File: config.mk
export PLATFORM = sky130hd
export DESIGN_NAME = c_integer_literal_scanner
export DESIGN_NICKNAME = d
export VERILOG_FILES = /design/src/rtl/cils_pkg.sv /design/src/rtl/cils_step.sv /design/src/rtl/c_integer_literal_scanner.sv
export SDC_FILE = /design/constraint.sdc
export NUM_CORES = 1
export LEC_CHECK = 0
export BUFFER_PORTS_ARGS = -buffer_cell sky130_fd_sc_hd__buf_2
export CORE_ASPECT_RATIO = 1.4
export CORE_MARGIN = 4
export CORE_UTILIZATION = 52
export DETAILED_ROUTE_END_ITERATION = 8
export GPL_TIMING_DRIVEN = 0
export PLACE_DENSITY_LB_ADDON = 0.05
export SKIP_LAST_GASP = 1
export SYNTH_ARGS = -nofsm -noshare
export SYNTH_HDL_FRONTEND = slang
export SYNTH_HIERARCHICAL = 1
export SYNTH_SLANG_ARGS = --single-unit
File: constraint.sdc
create_clock -name clk -period 8.4 [get_ports clk]
set_input_delay 1.26 -clock clk [delete_from_list [all_inputs] [get_ports clk]]
set_output_delay 1.26 -clock clk [all_outputs]
set_load 0.05 [all_outputs]
File: src/rtl/cils_pkg.sv
// ----------------------------------------------------------------------------
// cils_pkg
// Types and character codes shared by the integer literal scanner.
// ----------------------------------------------------------------------------
package cils_pkg;

  typedef enum logic [2:0] {
    PH_IDLE,
    PH_ZERO,
    PH_HEXPFX,
    PH_DIGITS,
    PH_AFTER_U,
    PH_AFTER_L
  } phase_t;

  typedef enum logic [1:0] {
    RX_DEC,
    RX_OCT,
    RX_HEX
  } radix_t;

  typedef enum logic [2:0] {
    CL_INT,
    CL_UINT,
    CL_LONG,
    CL_ULONG,
    CL_LLONG,
    CL_FLOAT
  } class_t;

  typedef struct packed {
    phase_t      phase;
    radix_t      radix;
    logic [63:0] acc;
    logic        ovf;
    class_t      cls;
  } scan_state_t;

  typedef struct packed {
    class_t      cls;
    logic [31:0] value_low;
    logic        too_big;
    logic        overflow;
    logic        char_taken;
  } scan_result_t;

  localparam logic [7:0] CH_ZERO  = 8'h30;
  localparam logic [7:0] CH_ONE   = 8'h31;
  localparam logic [7:0] CH_NINE  = 8'h39;
  localparam logic [7:0] CH_DOT   = 8'h2e;
  localparam logic [7:0] CH_LO_A  = 8'h61;
  localparam logic [7:0] CH_LO_F  = 8'h66;
  localparam logic [7:0] CH_UP_A  = 8'h41;
  localparam logic [7:0] CH_UP_F  = 8'h46;
  localparam logic [7:0] CH_LO_E  = 8'h65;
  localparam logic [7:0] CH_UP_E  = 8'h45;
  localparam logic [7:0] CH_LO_X  = 8'h78;
  localparam logic [7:0] CH_UP_X  = 8'h58;
  localparam logic [7:0] CH_LO_U  = 8'h75;
  localparam logic [7:0] CH_UP_U  = 8'h55;
  localparam logic [7:0] CH_LO_L  = 8'h6c;
  localparam logic [7:0] CH_UP_L  = 8'h4c;

  localparam logic [3:0] HEX_LETTER_BIAS = 4'd9;

endpackage

File: src/rtl/cils_step.sv
// ----------------------------------------------------------------------------
// cils_step
// Next-state and result logic for one character of a numeric literal.
// ----------------------------------------------------------------------------
module cils_step (
  input  logic [7:0]            ch,
  input  logic                  first,
  input  cils_pkg::scan_state_t st,
  output cils_pkg::scan_state_t st_nxt,
  output logic                  emit,
  output cils_pkg::scan_result_t res
);
  import cils_pkg::*;

  logic        is_dec;
  logic        is_hex_letter;
  logic        dig_ok;
  logic [3:0]  dig_val;
  logic [67:0] acc_ext;
  logic [67:0] prod;
  logic [67:0] sum;
  logic        is_u;
  logic        is_l;
  logic        is_float_mark;
  logic        do_end;
  logic        with_val;
  logic        taken;
  class_t      cls;

  assign is_dec        = (ch >= CH_ZERO) && (ch <= CH_NINE);
  assign is_hex_letter = ((ch >= CH_LO_A) && (ch <= CH_LO_F)) ||
                         ((ch >= CH_UP_A) && (ch <= CH_UP_F));
  assign dig_ok        = (is_dec && !((st.radix == RX_OCT) && ch[3])) ||
                         ((st.radix == RX_HEX) && is_hex_letter);
  assign dig_val       = is_dec ? ch[3:0] : ch[3:0] + HEX_LETTER_BIAS;
  assign is_u          = (ch == CH_LO_U) || (ch == CH_UP_U);
  assign is_l          = (ch == CH_LO_L) || (ch == CH_UP_L);
  assign is_float_mark = (ch == CH_DOT) || (ch == CH_LO_E) || (ch == CH_UP_E);

  assign acc_ext = {4'b0, st.acc};

  always_comb begin
    unique case (st.radix)
      RX_HEX:  prod = acc_ext << 4;
      RX_OCT:  prod = acc_ext << 3;
      default: prod = (acc_ext << 3) + (acc_ext << 1);
    endcase
  end

  assign sum = prod + {64'b0, dig_val};

  always_comb begin
    st_nxt   = st;
    emit     = 1'b0;
    cls      = CL_INT;
    with_val = 1'b0;
    taken    = 1'b0;
    do_end   = 1'b0;
    if (first) begin
      st_nxt.acc   = '0;
      st_nxt.ovf   = 1'b0;
      st_nxt.cls   = CL_INT;
      st_nxt.radix = RX_DEC;
      if (ch == CH_ZERO) begin
        st_nxt.radix = RX_OCT;
        st_nxt.phase = PH_ZERO;
      end else if (ch >= CH_ONE && ch <= CH_NINE) begin
        st_nxt.acc   = {60'b0, ch[3:0]};
        st_nxt.phase = PH_DIGITS;
      end else if (ch == CH_DOT) begin
        emit  = 1'b1;
        cls   = CL_FLOAT;
        taken = 1'b1;
      end else begin
        emit = 1'b1;
      end
    end else begin
      unique case (st.phase)
        PH_ZERO: begin
          if (ch == CH_LO_X || ch == CH_UP_X) begin
            st_nxt.radix = RX_HEX;
            st_nxt.phase = PH_HEXPFX;
          end else if (dig_ok) begin
            st_nxt.acc   = sum[63:0];
            st_nxt.ovf   = st.ovf | (|sum[67:64]);
            st_nxt.phase = PH_DIGITS;
          end else begin
            do_end = 1'b1;
          end
        end
        PH_HEXPFX: begin
          if (dig_ok) begin
            st_nxt.acc   = sum[63:0];
            st_nxt.ovf   = st.ovf | (|sum[67:64]);
            st_nxt.phase = PH_DIGITS;
          end else begin
            emit = 1'b1;
          end
        end
        PH_DIGITS: begin
          if (dig_ok) begin
            st_nxt.acc = sum[63:0];
            st_nxt.ovf = st.ovf | (|sum[67:64]);
          end else begin
            do_end = 1'b1;
          end
        end
        PH_AFTER_U: begin
          if (is_l) begin
            st_nxt.cls   = CL_ULONG;
            st_nxt.phase = PH_AFTER_L;
          end else begin
            emit     = 1'b1;
            cls      = CL_UINT;
            with_val = 1'b1;
          end
        end
        PH_AFTER_L: begin
          emit     = 1'b1;
          with_val = 1'b1;
          if (is_l) begin
            cls   = CL_LLONG;
            taken = 1'b1;
          end else begin
            cls = st.cls;
          end
        end
        default: st_nxt.phase = PH_IDLE;
      endcase
      if (do_end) begin
        priority if (st.radix != RX_HEX && is_float_mark) begin
          emit  = 1'b1;
          cls   = CL_FLOAT;
          taken = 1'b1;
        end else if (is_u) begin
          st_nxt.cls   = CL_UINT;
          st_nxt.phase = PH_AFTER_U;
        end else if (is_l) begin
          st_nxt.cls   = CL_LONG;
          st_nxt.phase = PH_AFTER_L;
        end else begin
          emit     = 1'b1;
          with_val = 1'b1;
        end
      end
    end
    if (emit) begin
      st_nxt.phase = PH_IDLE;
    end
  end

  assign res.cls        = cls;
  assign res.value_low  = with_val ? st.acc[31:0] : 32'b0;
  assign res.overflow   = with_val & st.ovf;
  assign res.too_big    = with_val & (st.ovf | (|st.acc[63:32]));
  assign res.char_taken = taken;

endmodule

File: src/rtl/c_integer_literal_scanner.sv
// ----------------------------------------------------------------------------
// c_integer_literal_scanner
// Scans a C integer literal one character per item and reports its class,
// low value word and range flags when the literal ends.
// ----------------------------------------------------------------------------
//  channel | handshake          | payload
//  in      | in_valid/in_ready  | in_character[7:0], in_first_char
//  out     | out_valid/out_ready| out_token_class[2:0], out_value_low[31:0],
//          |                    | out_too_big, out_overflow, out_char_taken
//
//  One item per cycle sustained, unless an item that ends a literal waits for out_ready.
//  The scan step sits between the input register and the result register.
//  Reset (rst_n low, synchronous) empties both registers and idles the scanner.
//  An item with no result advances even while a result waits; an item that
//  ends a literal holds in the input register until the result register frees.
// ----------------------------------------------------------------------------
module c_integer_literal_scanner (
  input  logic        clk,
  input  logic        rst_n,
  input  logic        in_valid,
  output logic        in_ready,
  input  logic [7:0]  in_character,
  input  logic        in_first_char,
  output logic        out_valid,
  input  logic        out_ready,
  output logic [2:0]  out_token_class,
  output logic [31:0] out_value_low,
  output logic        out_too_big,
  output logic        out_overflow,
  output logic        out_char_taken
);
  import cils_pkg::*;

  logic         in_valid_r, in_valid_nxt;
  logic [7:0]   in_char_r;
  logic         in_first_r;
  scan_state_t  state_r;
  scan_state_t  state_nxt;
  logic         out_valid_r, out_valid_nxt;
  scan_result_t out_r;
  scan_result_t step_res;
  logic         step_emit;
  logic         fire;
  logic         in_take;

  cils_step u_step (
    .ch     (in_char_r),
    .first  (in_first_r),
    .st     (state_r),
    .st_nxt (state_nxt),
    .emit   (step_emit),
    .res    (step_res)
  );

  assign fire     = in_valid_r && (!step_emit || !out_valid_r || out_ready);
  assign in_ready = !in_valid_r || fire;
  assign in_take  = in_valid && in_ready;

  always_comb begin
    in_valid_nxt = in_valid_r;
    if (in_take) begin
      in_valid_nxt = 1'b1;
    end else if (fire) begin
      in_valid_nxt = 1'b0;
    end
    out_valid_nxt = out_valid_r;
    if (fire && step_emit) begin
      out_valid_nxt = 1'b1;
    end else if (out_ready) begin
      out_valid_nxt = 1'b0;
    end
  end

  always_ff @(posedge clk) begin
    if (!rst_n) begin
      in_valid_r    <= 1'b0;
      out_valid_r   <= 1'b0;
      state_r.phase <= PH_IDLE;
      state_r.radix <= RX_DEC;
      state_r.acc   <= '0;
      state_r.ovf   <= 1'b0;
      state_r.cls   <= CL_INT;
    end else begin
      in_valid_r  <= in_valid_nxt;
      out_valid_r <= out_valid_nxt;
      if (fire) begin
        state_r <= state_nxt;
      end
    end
  end

  always_ff @(posedge clk) begin
    if (in_take) begin
      in_char_r  <= in_character;
      in_first_r <= in_first_char;
    end
    if (fire && step_emit) begin
      out_r <= step_res;
    end
  end

  assign out_valid       = out_valid_r;
  assign out_token_class = out_r.cls;
  assign out_value_low   = out_r.value_low;
  assign out_too_big     = out_r.too_big;
  assign out_overflow    = out_r.overflow;
  assign out_char_taken  = out_r.char_taken;

  a_no_overwrite: assert property (@(posedge clk) disable iff (!rst_n)
    fire && step_emit && out_valid_r |-> out_ready)
    else $error("pending result overwritten");

  a_idle_after_emit: assert property (@(posedge clk) disable iff (!rst_n)
    fire && step_emit |=> state_r.phase == PH_IDLE)
    else $error("scanner not idle after literal end");

  a_float_no_value: assert property (@(posedge clk) disable iff (!rst_n)
    out_valid_r && out_r.cls == CL_FLOAT |->
      out_r.value_low == 32'b0 && !out_r.too_big && !out_r.overflow)
    else $error("float result carries a value");

  a_ovf_implies_big: assert property (@(posedge clk) disable iff (!rst_n)
    out_valid_r && out_r.overflow |-> out_r.too_big)
    else $error("overflow without too_big");

endmodule

==> impl_metrics.csv <==
group,metric,value,unit
status,status,"completed",
setup_path,crit_family,"buffers and inverters",
setup_path,reg2reg_from,"state_r[68]$_SDFFE_PN0P_",
die,fp-row-count,71,
route,drc,0,
clocking,clk_latency,0.43,ns
grt,grt_overflow,0,
clocking,h-tree-depth,4,
die,die_area,0.0305,mm2
power,internal_power,1060,uW
synth,synth-edff-count,47,
route,wl_per_cell,23.7,um
sta,fmax,124,MHz
clocking,cts_root_buf,"clkbuf_16",
sta,setup_viol,0,
route,drtIter0Drc,1680,
power,vdd_drop_max,0.134,mV
setup_path,slowest_stage,"ha_1",
clocking,cts.clk_slew.worst_paths,0.06,ns
setup_path,cp-start-kind,"register",
power,powerDensity,93.4,mW/mm2
synth,ys_warn_count,6,
grt,antenna_found_initial,1,
clocking,numCtsBuffers,17,
grt,met3_usage,0.0471,
route,detail_route.wirelength,56.9,mm
power,swShare,0.277,
grt,grt_max_degree,38,
flow_run,drv_cap,0,
sta,worst_pin_slew,1.18,ns
grt,grt_busiest_layer,"met2",
setup_path,critPathLaunch,"state_r[68]$_SDFFE_PN0P_",
sta,final.setup_skew,0.0191,ns
clocking,cts_tree,"yes",
synth,netlist_instances,1950,
synth,yosysUniqueCellTypes,109,
setup_path,critPathMostFrequentCell,"buf_2",
setup_path,cp.buffers_inverters,14,
setup_path,critPathMaxFanout,19,
sta,maxSlewHeadroom,0.208,
clocking,clkSinkCount,122,
sta,fin_crit_sh,0.958,
grt,met2_usage,0.628,
setup_path,cp.required,8.76,ns
hold_path,hold_path_startpoint,"state_r[71]$_SDFFE_PN0P_",
grt,grt_pass1_wl,86.1,mm
place,hpwl,44.6,mm
cells_and_area,final_cells,2399,
route,vias_per_cell,6.71,
synth,synth_largest_area_cell,"dfxtp_1",
cells_and_area,diodes,0,
place,io_buffers,51,
synth,synth-seq-cells,122,
power,p_comb_frac,0.078,
route,vias,16100,
power,power.share.clock,0.495,
synth,synth_nets,2036,
synth,syn_avg_cell_area,7.39,um2
sta,timing.hold.ws,0.467,ns
route,drt-pass1-iter-count,9,
die,coreArea,0.0271,mm2
die,ioPinCount,53,
route,ant_nets,0,
cells_and_area,fillers,2662,
power,p_leak,0.00543,uW
sta,fin_crit,8.05,ns
synth,async_flop_share,0,
power,switchingPower,407,uW
setup_path,critPathMaxStageDelay,0.48,ns
synth,synth_flop_cell,"dfxtp_1",
hold_path,hold_path_class,"register to register",
cells_and_area,drive_gt1_frac,0.105,
cells_and_area,final_core_util,0.581,
power,seqPwrFrac,0.427,
synth,syn_area,0.0144,mm2
cells_and_area,synthToLayoutAreaGrowth,9.19,%
synth,synth_top_area_share,0.104,
cells_and_area,final_common_cell,"nand2_1",
place,pre_cts_ws,-0.406,ns
place,dp_cells,2367,
cells_and_area,nets,2107,
grt,use_met1,0.409,
setup_path,path_class,"register to register",
sta,setup_tns,0,ns
die,initial_utilization,0.532,
clocking,clock_path_buffers,2,
die,dieHeight,205,um
synth,synthTopCellsByArea,"dfxtp_1, edfxtp_1, nand2_1, ha_1, mux2i_1",
setup_path,arrival,8.41,ns
grt,grt_pass1_vias,15100,
sta,maxSlewViolCount,0,
setup_path,crit_path_end_kind,"register",
sta,grt_setup_unrepaired,"no",
cells_and_area,final_cell_mix,"nand2_1, nor2_1, a21oi_1, buf_2, mux2i_1",
grt,track_usage,0.364,
place,place_congestion,1.05,
sta,hold_viol_final,0,
die,die-width,149,um
synth,yosysSeqAreaShare,0.202,
sta,setup_ws,0.355,ns
[metal layers]
layer | share of wire | routed length (um) | vias to the layer above
met1 | 0.36 | 20700 | 7527
met3 | 0.069 | 3910 | 258
met2 | 0.48 | 27300 | 849
li1 | - | - | 7453
met5 | 0 | 0 | -
met4 | 0.087 | 4930 | 0
[stage by stage]
step / total power [uW] / cell area [um2]
after floorplan: 724 / 14400
after global placement: 753 / 15100
after detailed placement: 754 / 15100
after CTS: 1480 / 15700
after global routing: 1510 / 15700
final: 1470 / 15700
[Yosys cell counts (8+ instances only)]
cell type and n:
xnor2_1 45, inv_1 29, clkbuf_1 72, a21oi_1 142
or3_1 22, nand3b_1 8, o21ai_1 9, a31oi_1 23
a221oi_1 40, buf_2 41, or2_2 8, buf_1 11
o31ai_1 8, mux2i_1 83, nand2_1 321, nand4_1 57
a22o_1 10, o21a_1 21, nand3_1 38, o211ai_1 19
a211oi_1 61, a22oi_1 17, and3_1 8, o2111ai_1 9
ha_1 71, nand2b_1 22, dfxtp_1 75, o21ai_0 78
and2_1 48, nor3b_1 12, buf_4 9, edfxtp_1 47
nor3_1 53, xor2_1 28, a21o_1 27, a221o_1 9
nor2_1 175, nor4_1 24
[sequential cells by signal, indices dropped and copies added, names as in the netlist]
register / count
out_token_class: 3
state_r: 73
in_first_r: 1
in_char_r: 8
out_too_big: 1
out_char_taken: 1
in_valid_r: 1
out_valid: 1
out_overflow: 1
out_value_low: 32
[power by group through the flow]
| stage | sequential [uW] | combinational (uW) | clock, uW |
|---|---|---|---|
| finish | 627 | 115 | 728 |
| global route | 628 | 123 | 761 |
| CTS | 627 | 115 | 735 |
| detailed placement | 640 | 114 | 0 |
| global placement | 640 | 113 | 0 |
| floorplan | 663 | 61.4 | 0 |
[final timing paths]
path / slack, ns / depth (start not counted) / end
worst min-delay path: 0.47 / 2 / state_r[71]$_SDFFE_PN0P_
worst max-delay path: 0.35 / 32 / state_r[59]$_SDFFE_PN0P_
worst min register to register: 0.47 / 2 / state_r[71]$_SDFFE_PN0P_
worst max register to register: 0.35 / 32 / state_r[59]$_SDFFE_PN0P_
[repair_timing]
| item | in CTS | in global routing |
|---|---|---|
| endpoints found under the hold margin | 0 | 0 |
| hold buffers | 0 | 0 |
| resized for setup | 3 | 3 |
| pin swaps | 0 | 1 |
| buffers inserted | 0 | 1 |
| endpoints found under the setup margin | 18 | 18 |
[cell families (layout without fill, tap and decap cells)]
family / Yosys count / after routing / share of synthesized area
flip-flops: 122 / 122 / 0.202
AND/OR/NAND/NOR: 852 / 852 / 0.291
buffers and inverters: 170 / 254 / 0.0583
AO/OA/AOI/OAI: 571 / 571 / 0.278
multiplexers: 89 / 89 / 0.0624
XOR/XNOR: 73 / 73 / 0.0444
adder cells (fa/ha/maj): 73 / 73 / 0.0644
[worst register-to-register path, delay by kind of cell, from the launching register on]
| family | cells | cell delay (ns) |
|---|---|---|
| buffers and inverters | 14 | 3.45 |
| xor gates and xnor gates | 1 | 0.12 |
| DFF | 1 | 0.43 |
| adders and majority gates | 3 | 1.02 |
| and+or+nand+nor | 11 | 2.45 |
| AOI/OAI and AO/OA | 2 | 0.39 |
| muxes | 1 | 0.13 |
[final cells by class]
cell class / count / area [um2] / area share
multi-input cells: 1658 / 10700 / 0.678
flip-flops and latches: 122 / 2910 / 0.185
plain buffers: 140 / 736 / 0.0468
well taps: 365 / 457 / 0.0290
clock buffers: 18 / 450 / 0.0286
repair buffers: 53 / 283 / 0.0180
clock inverters: 14 / 123 / 0.00779
inverters: 29 / 109 / 0.00692
No activity file was read; power rests on OpenSTA's default activity.
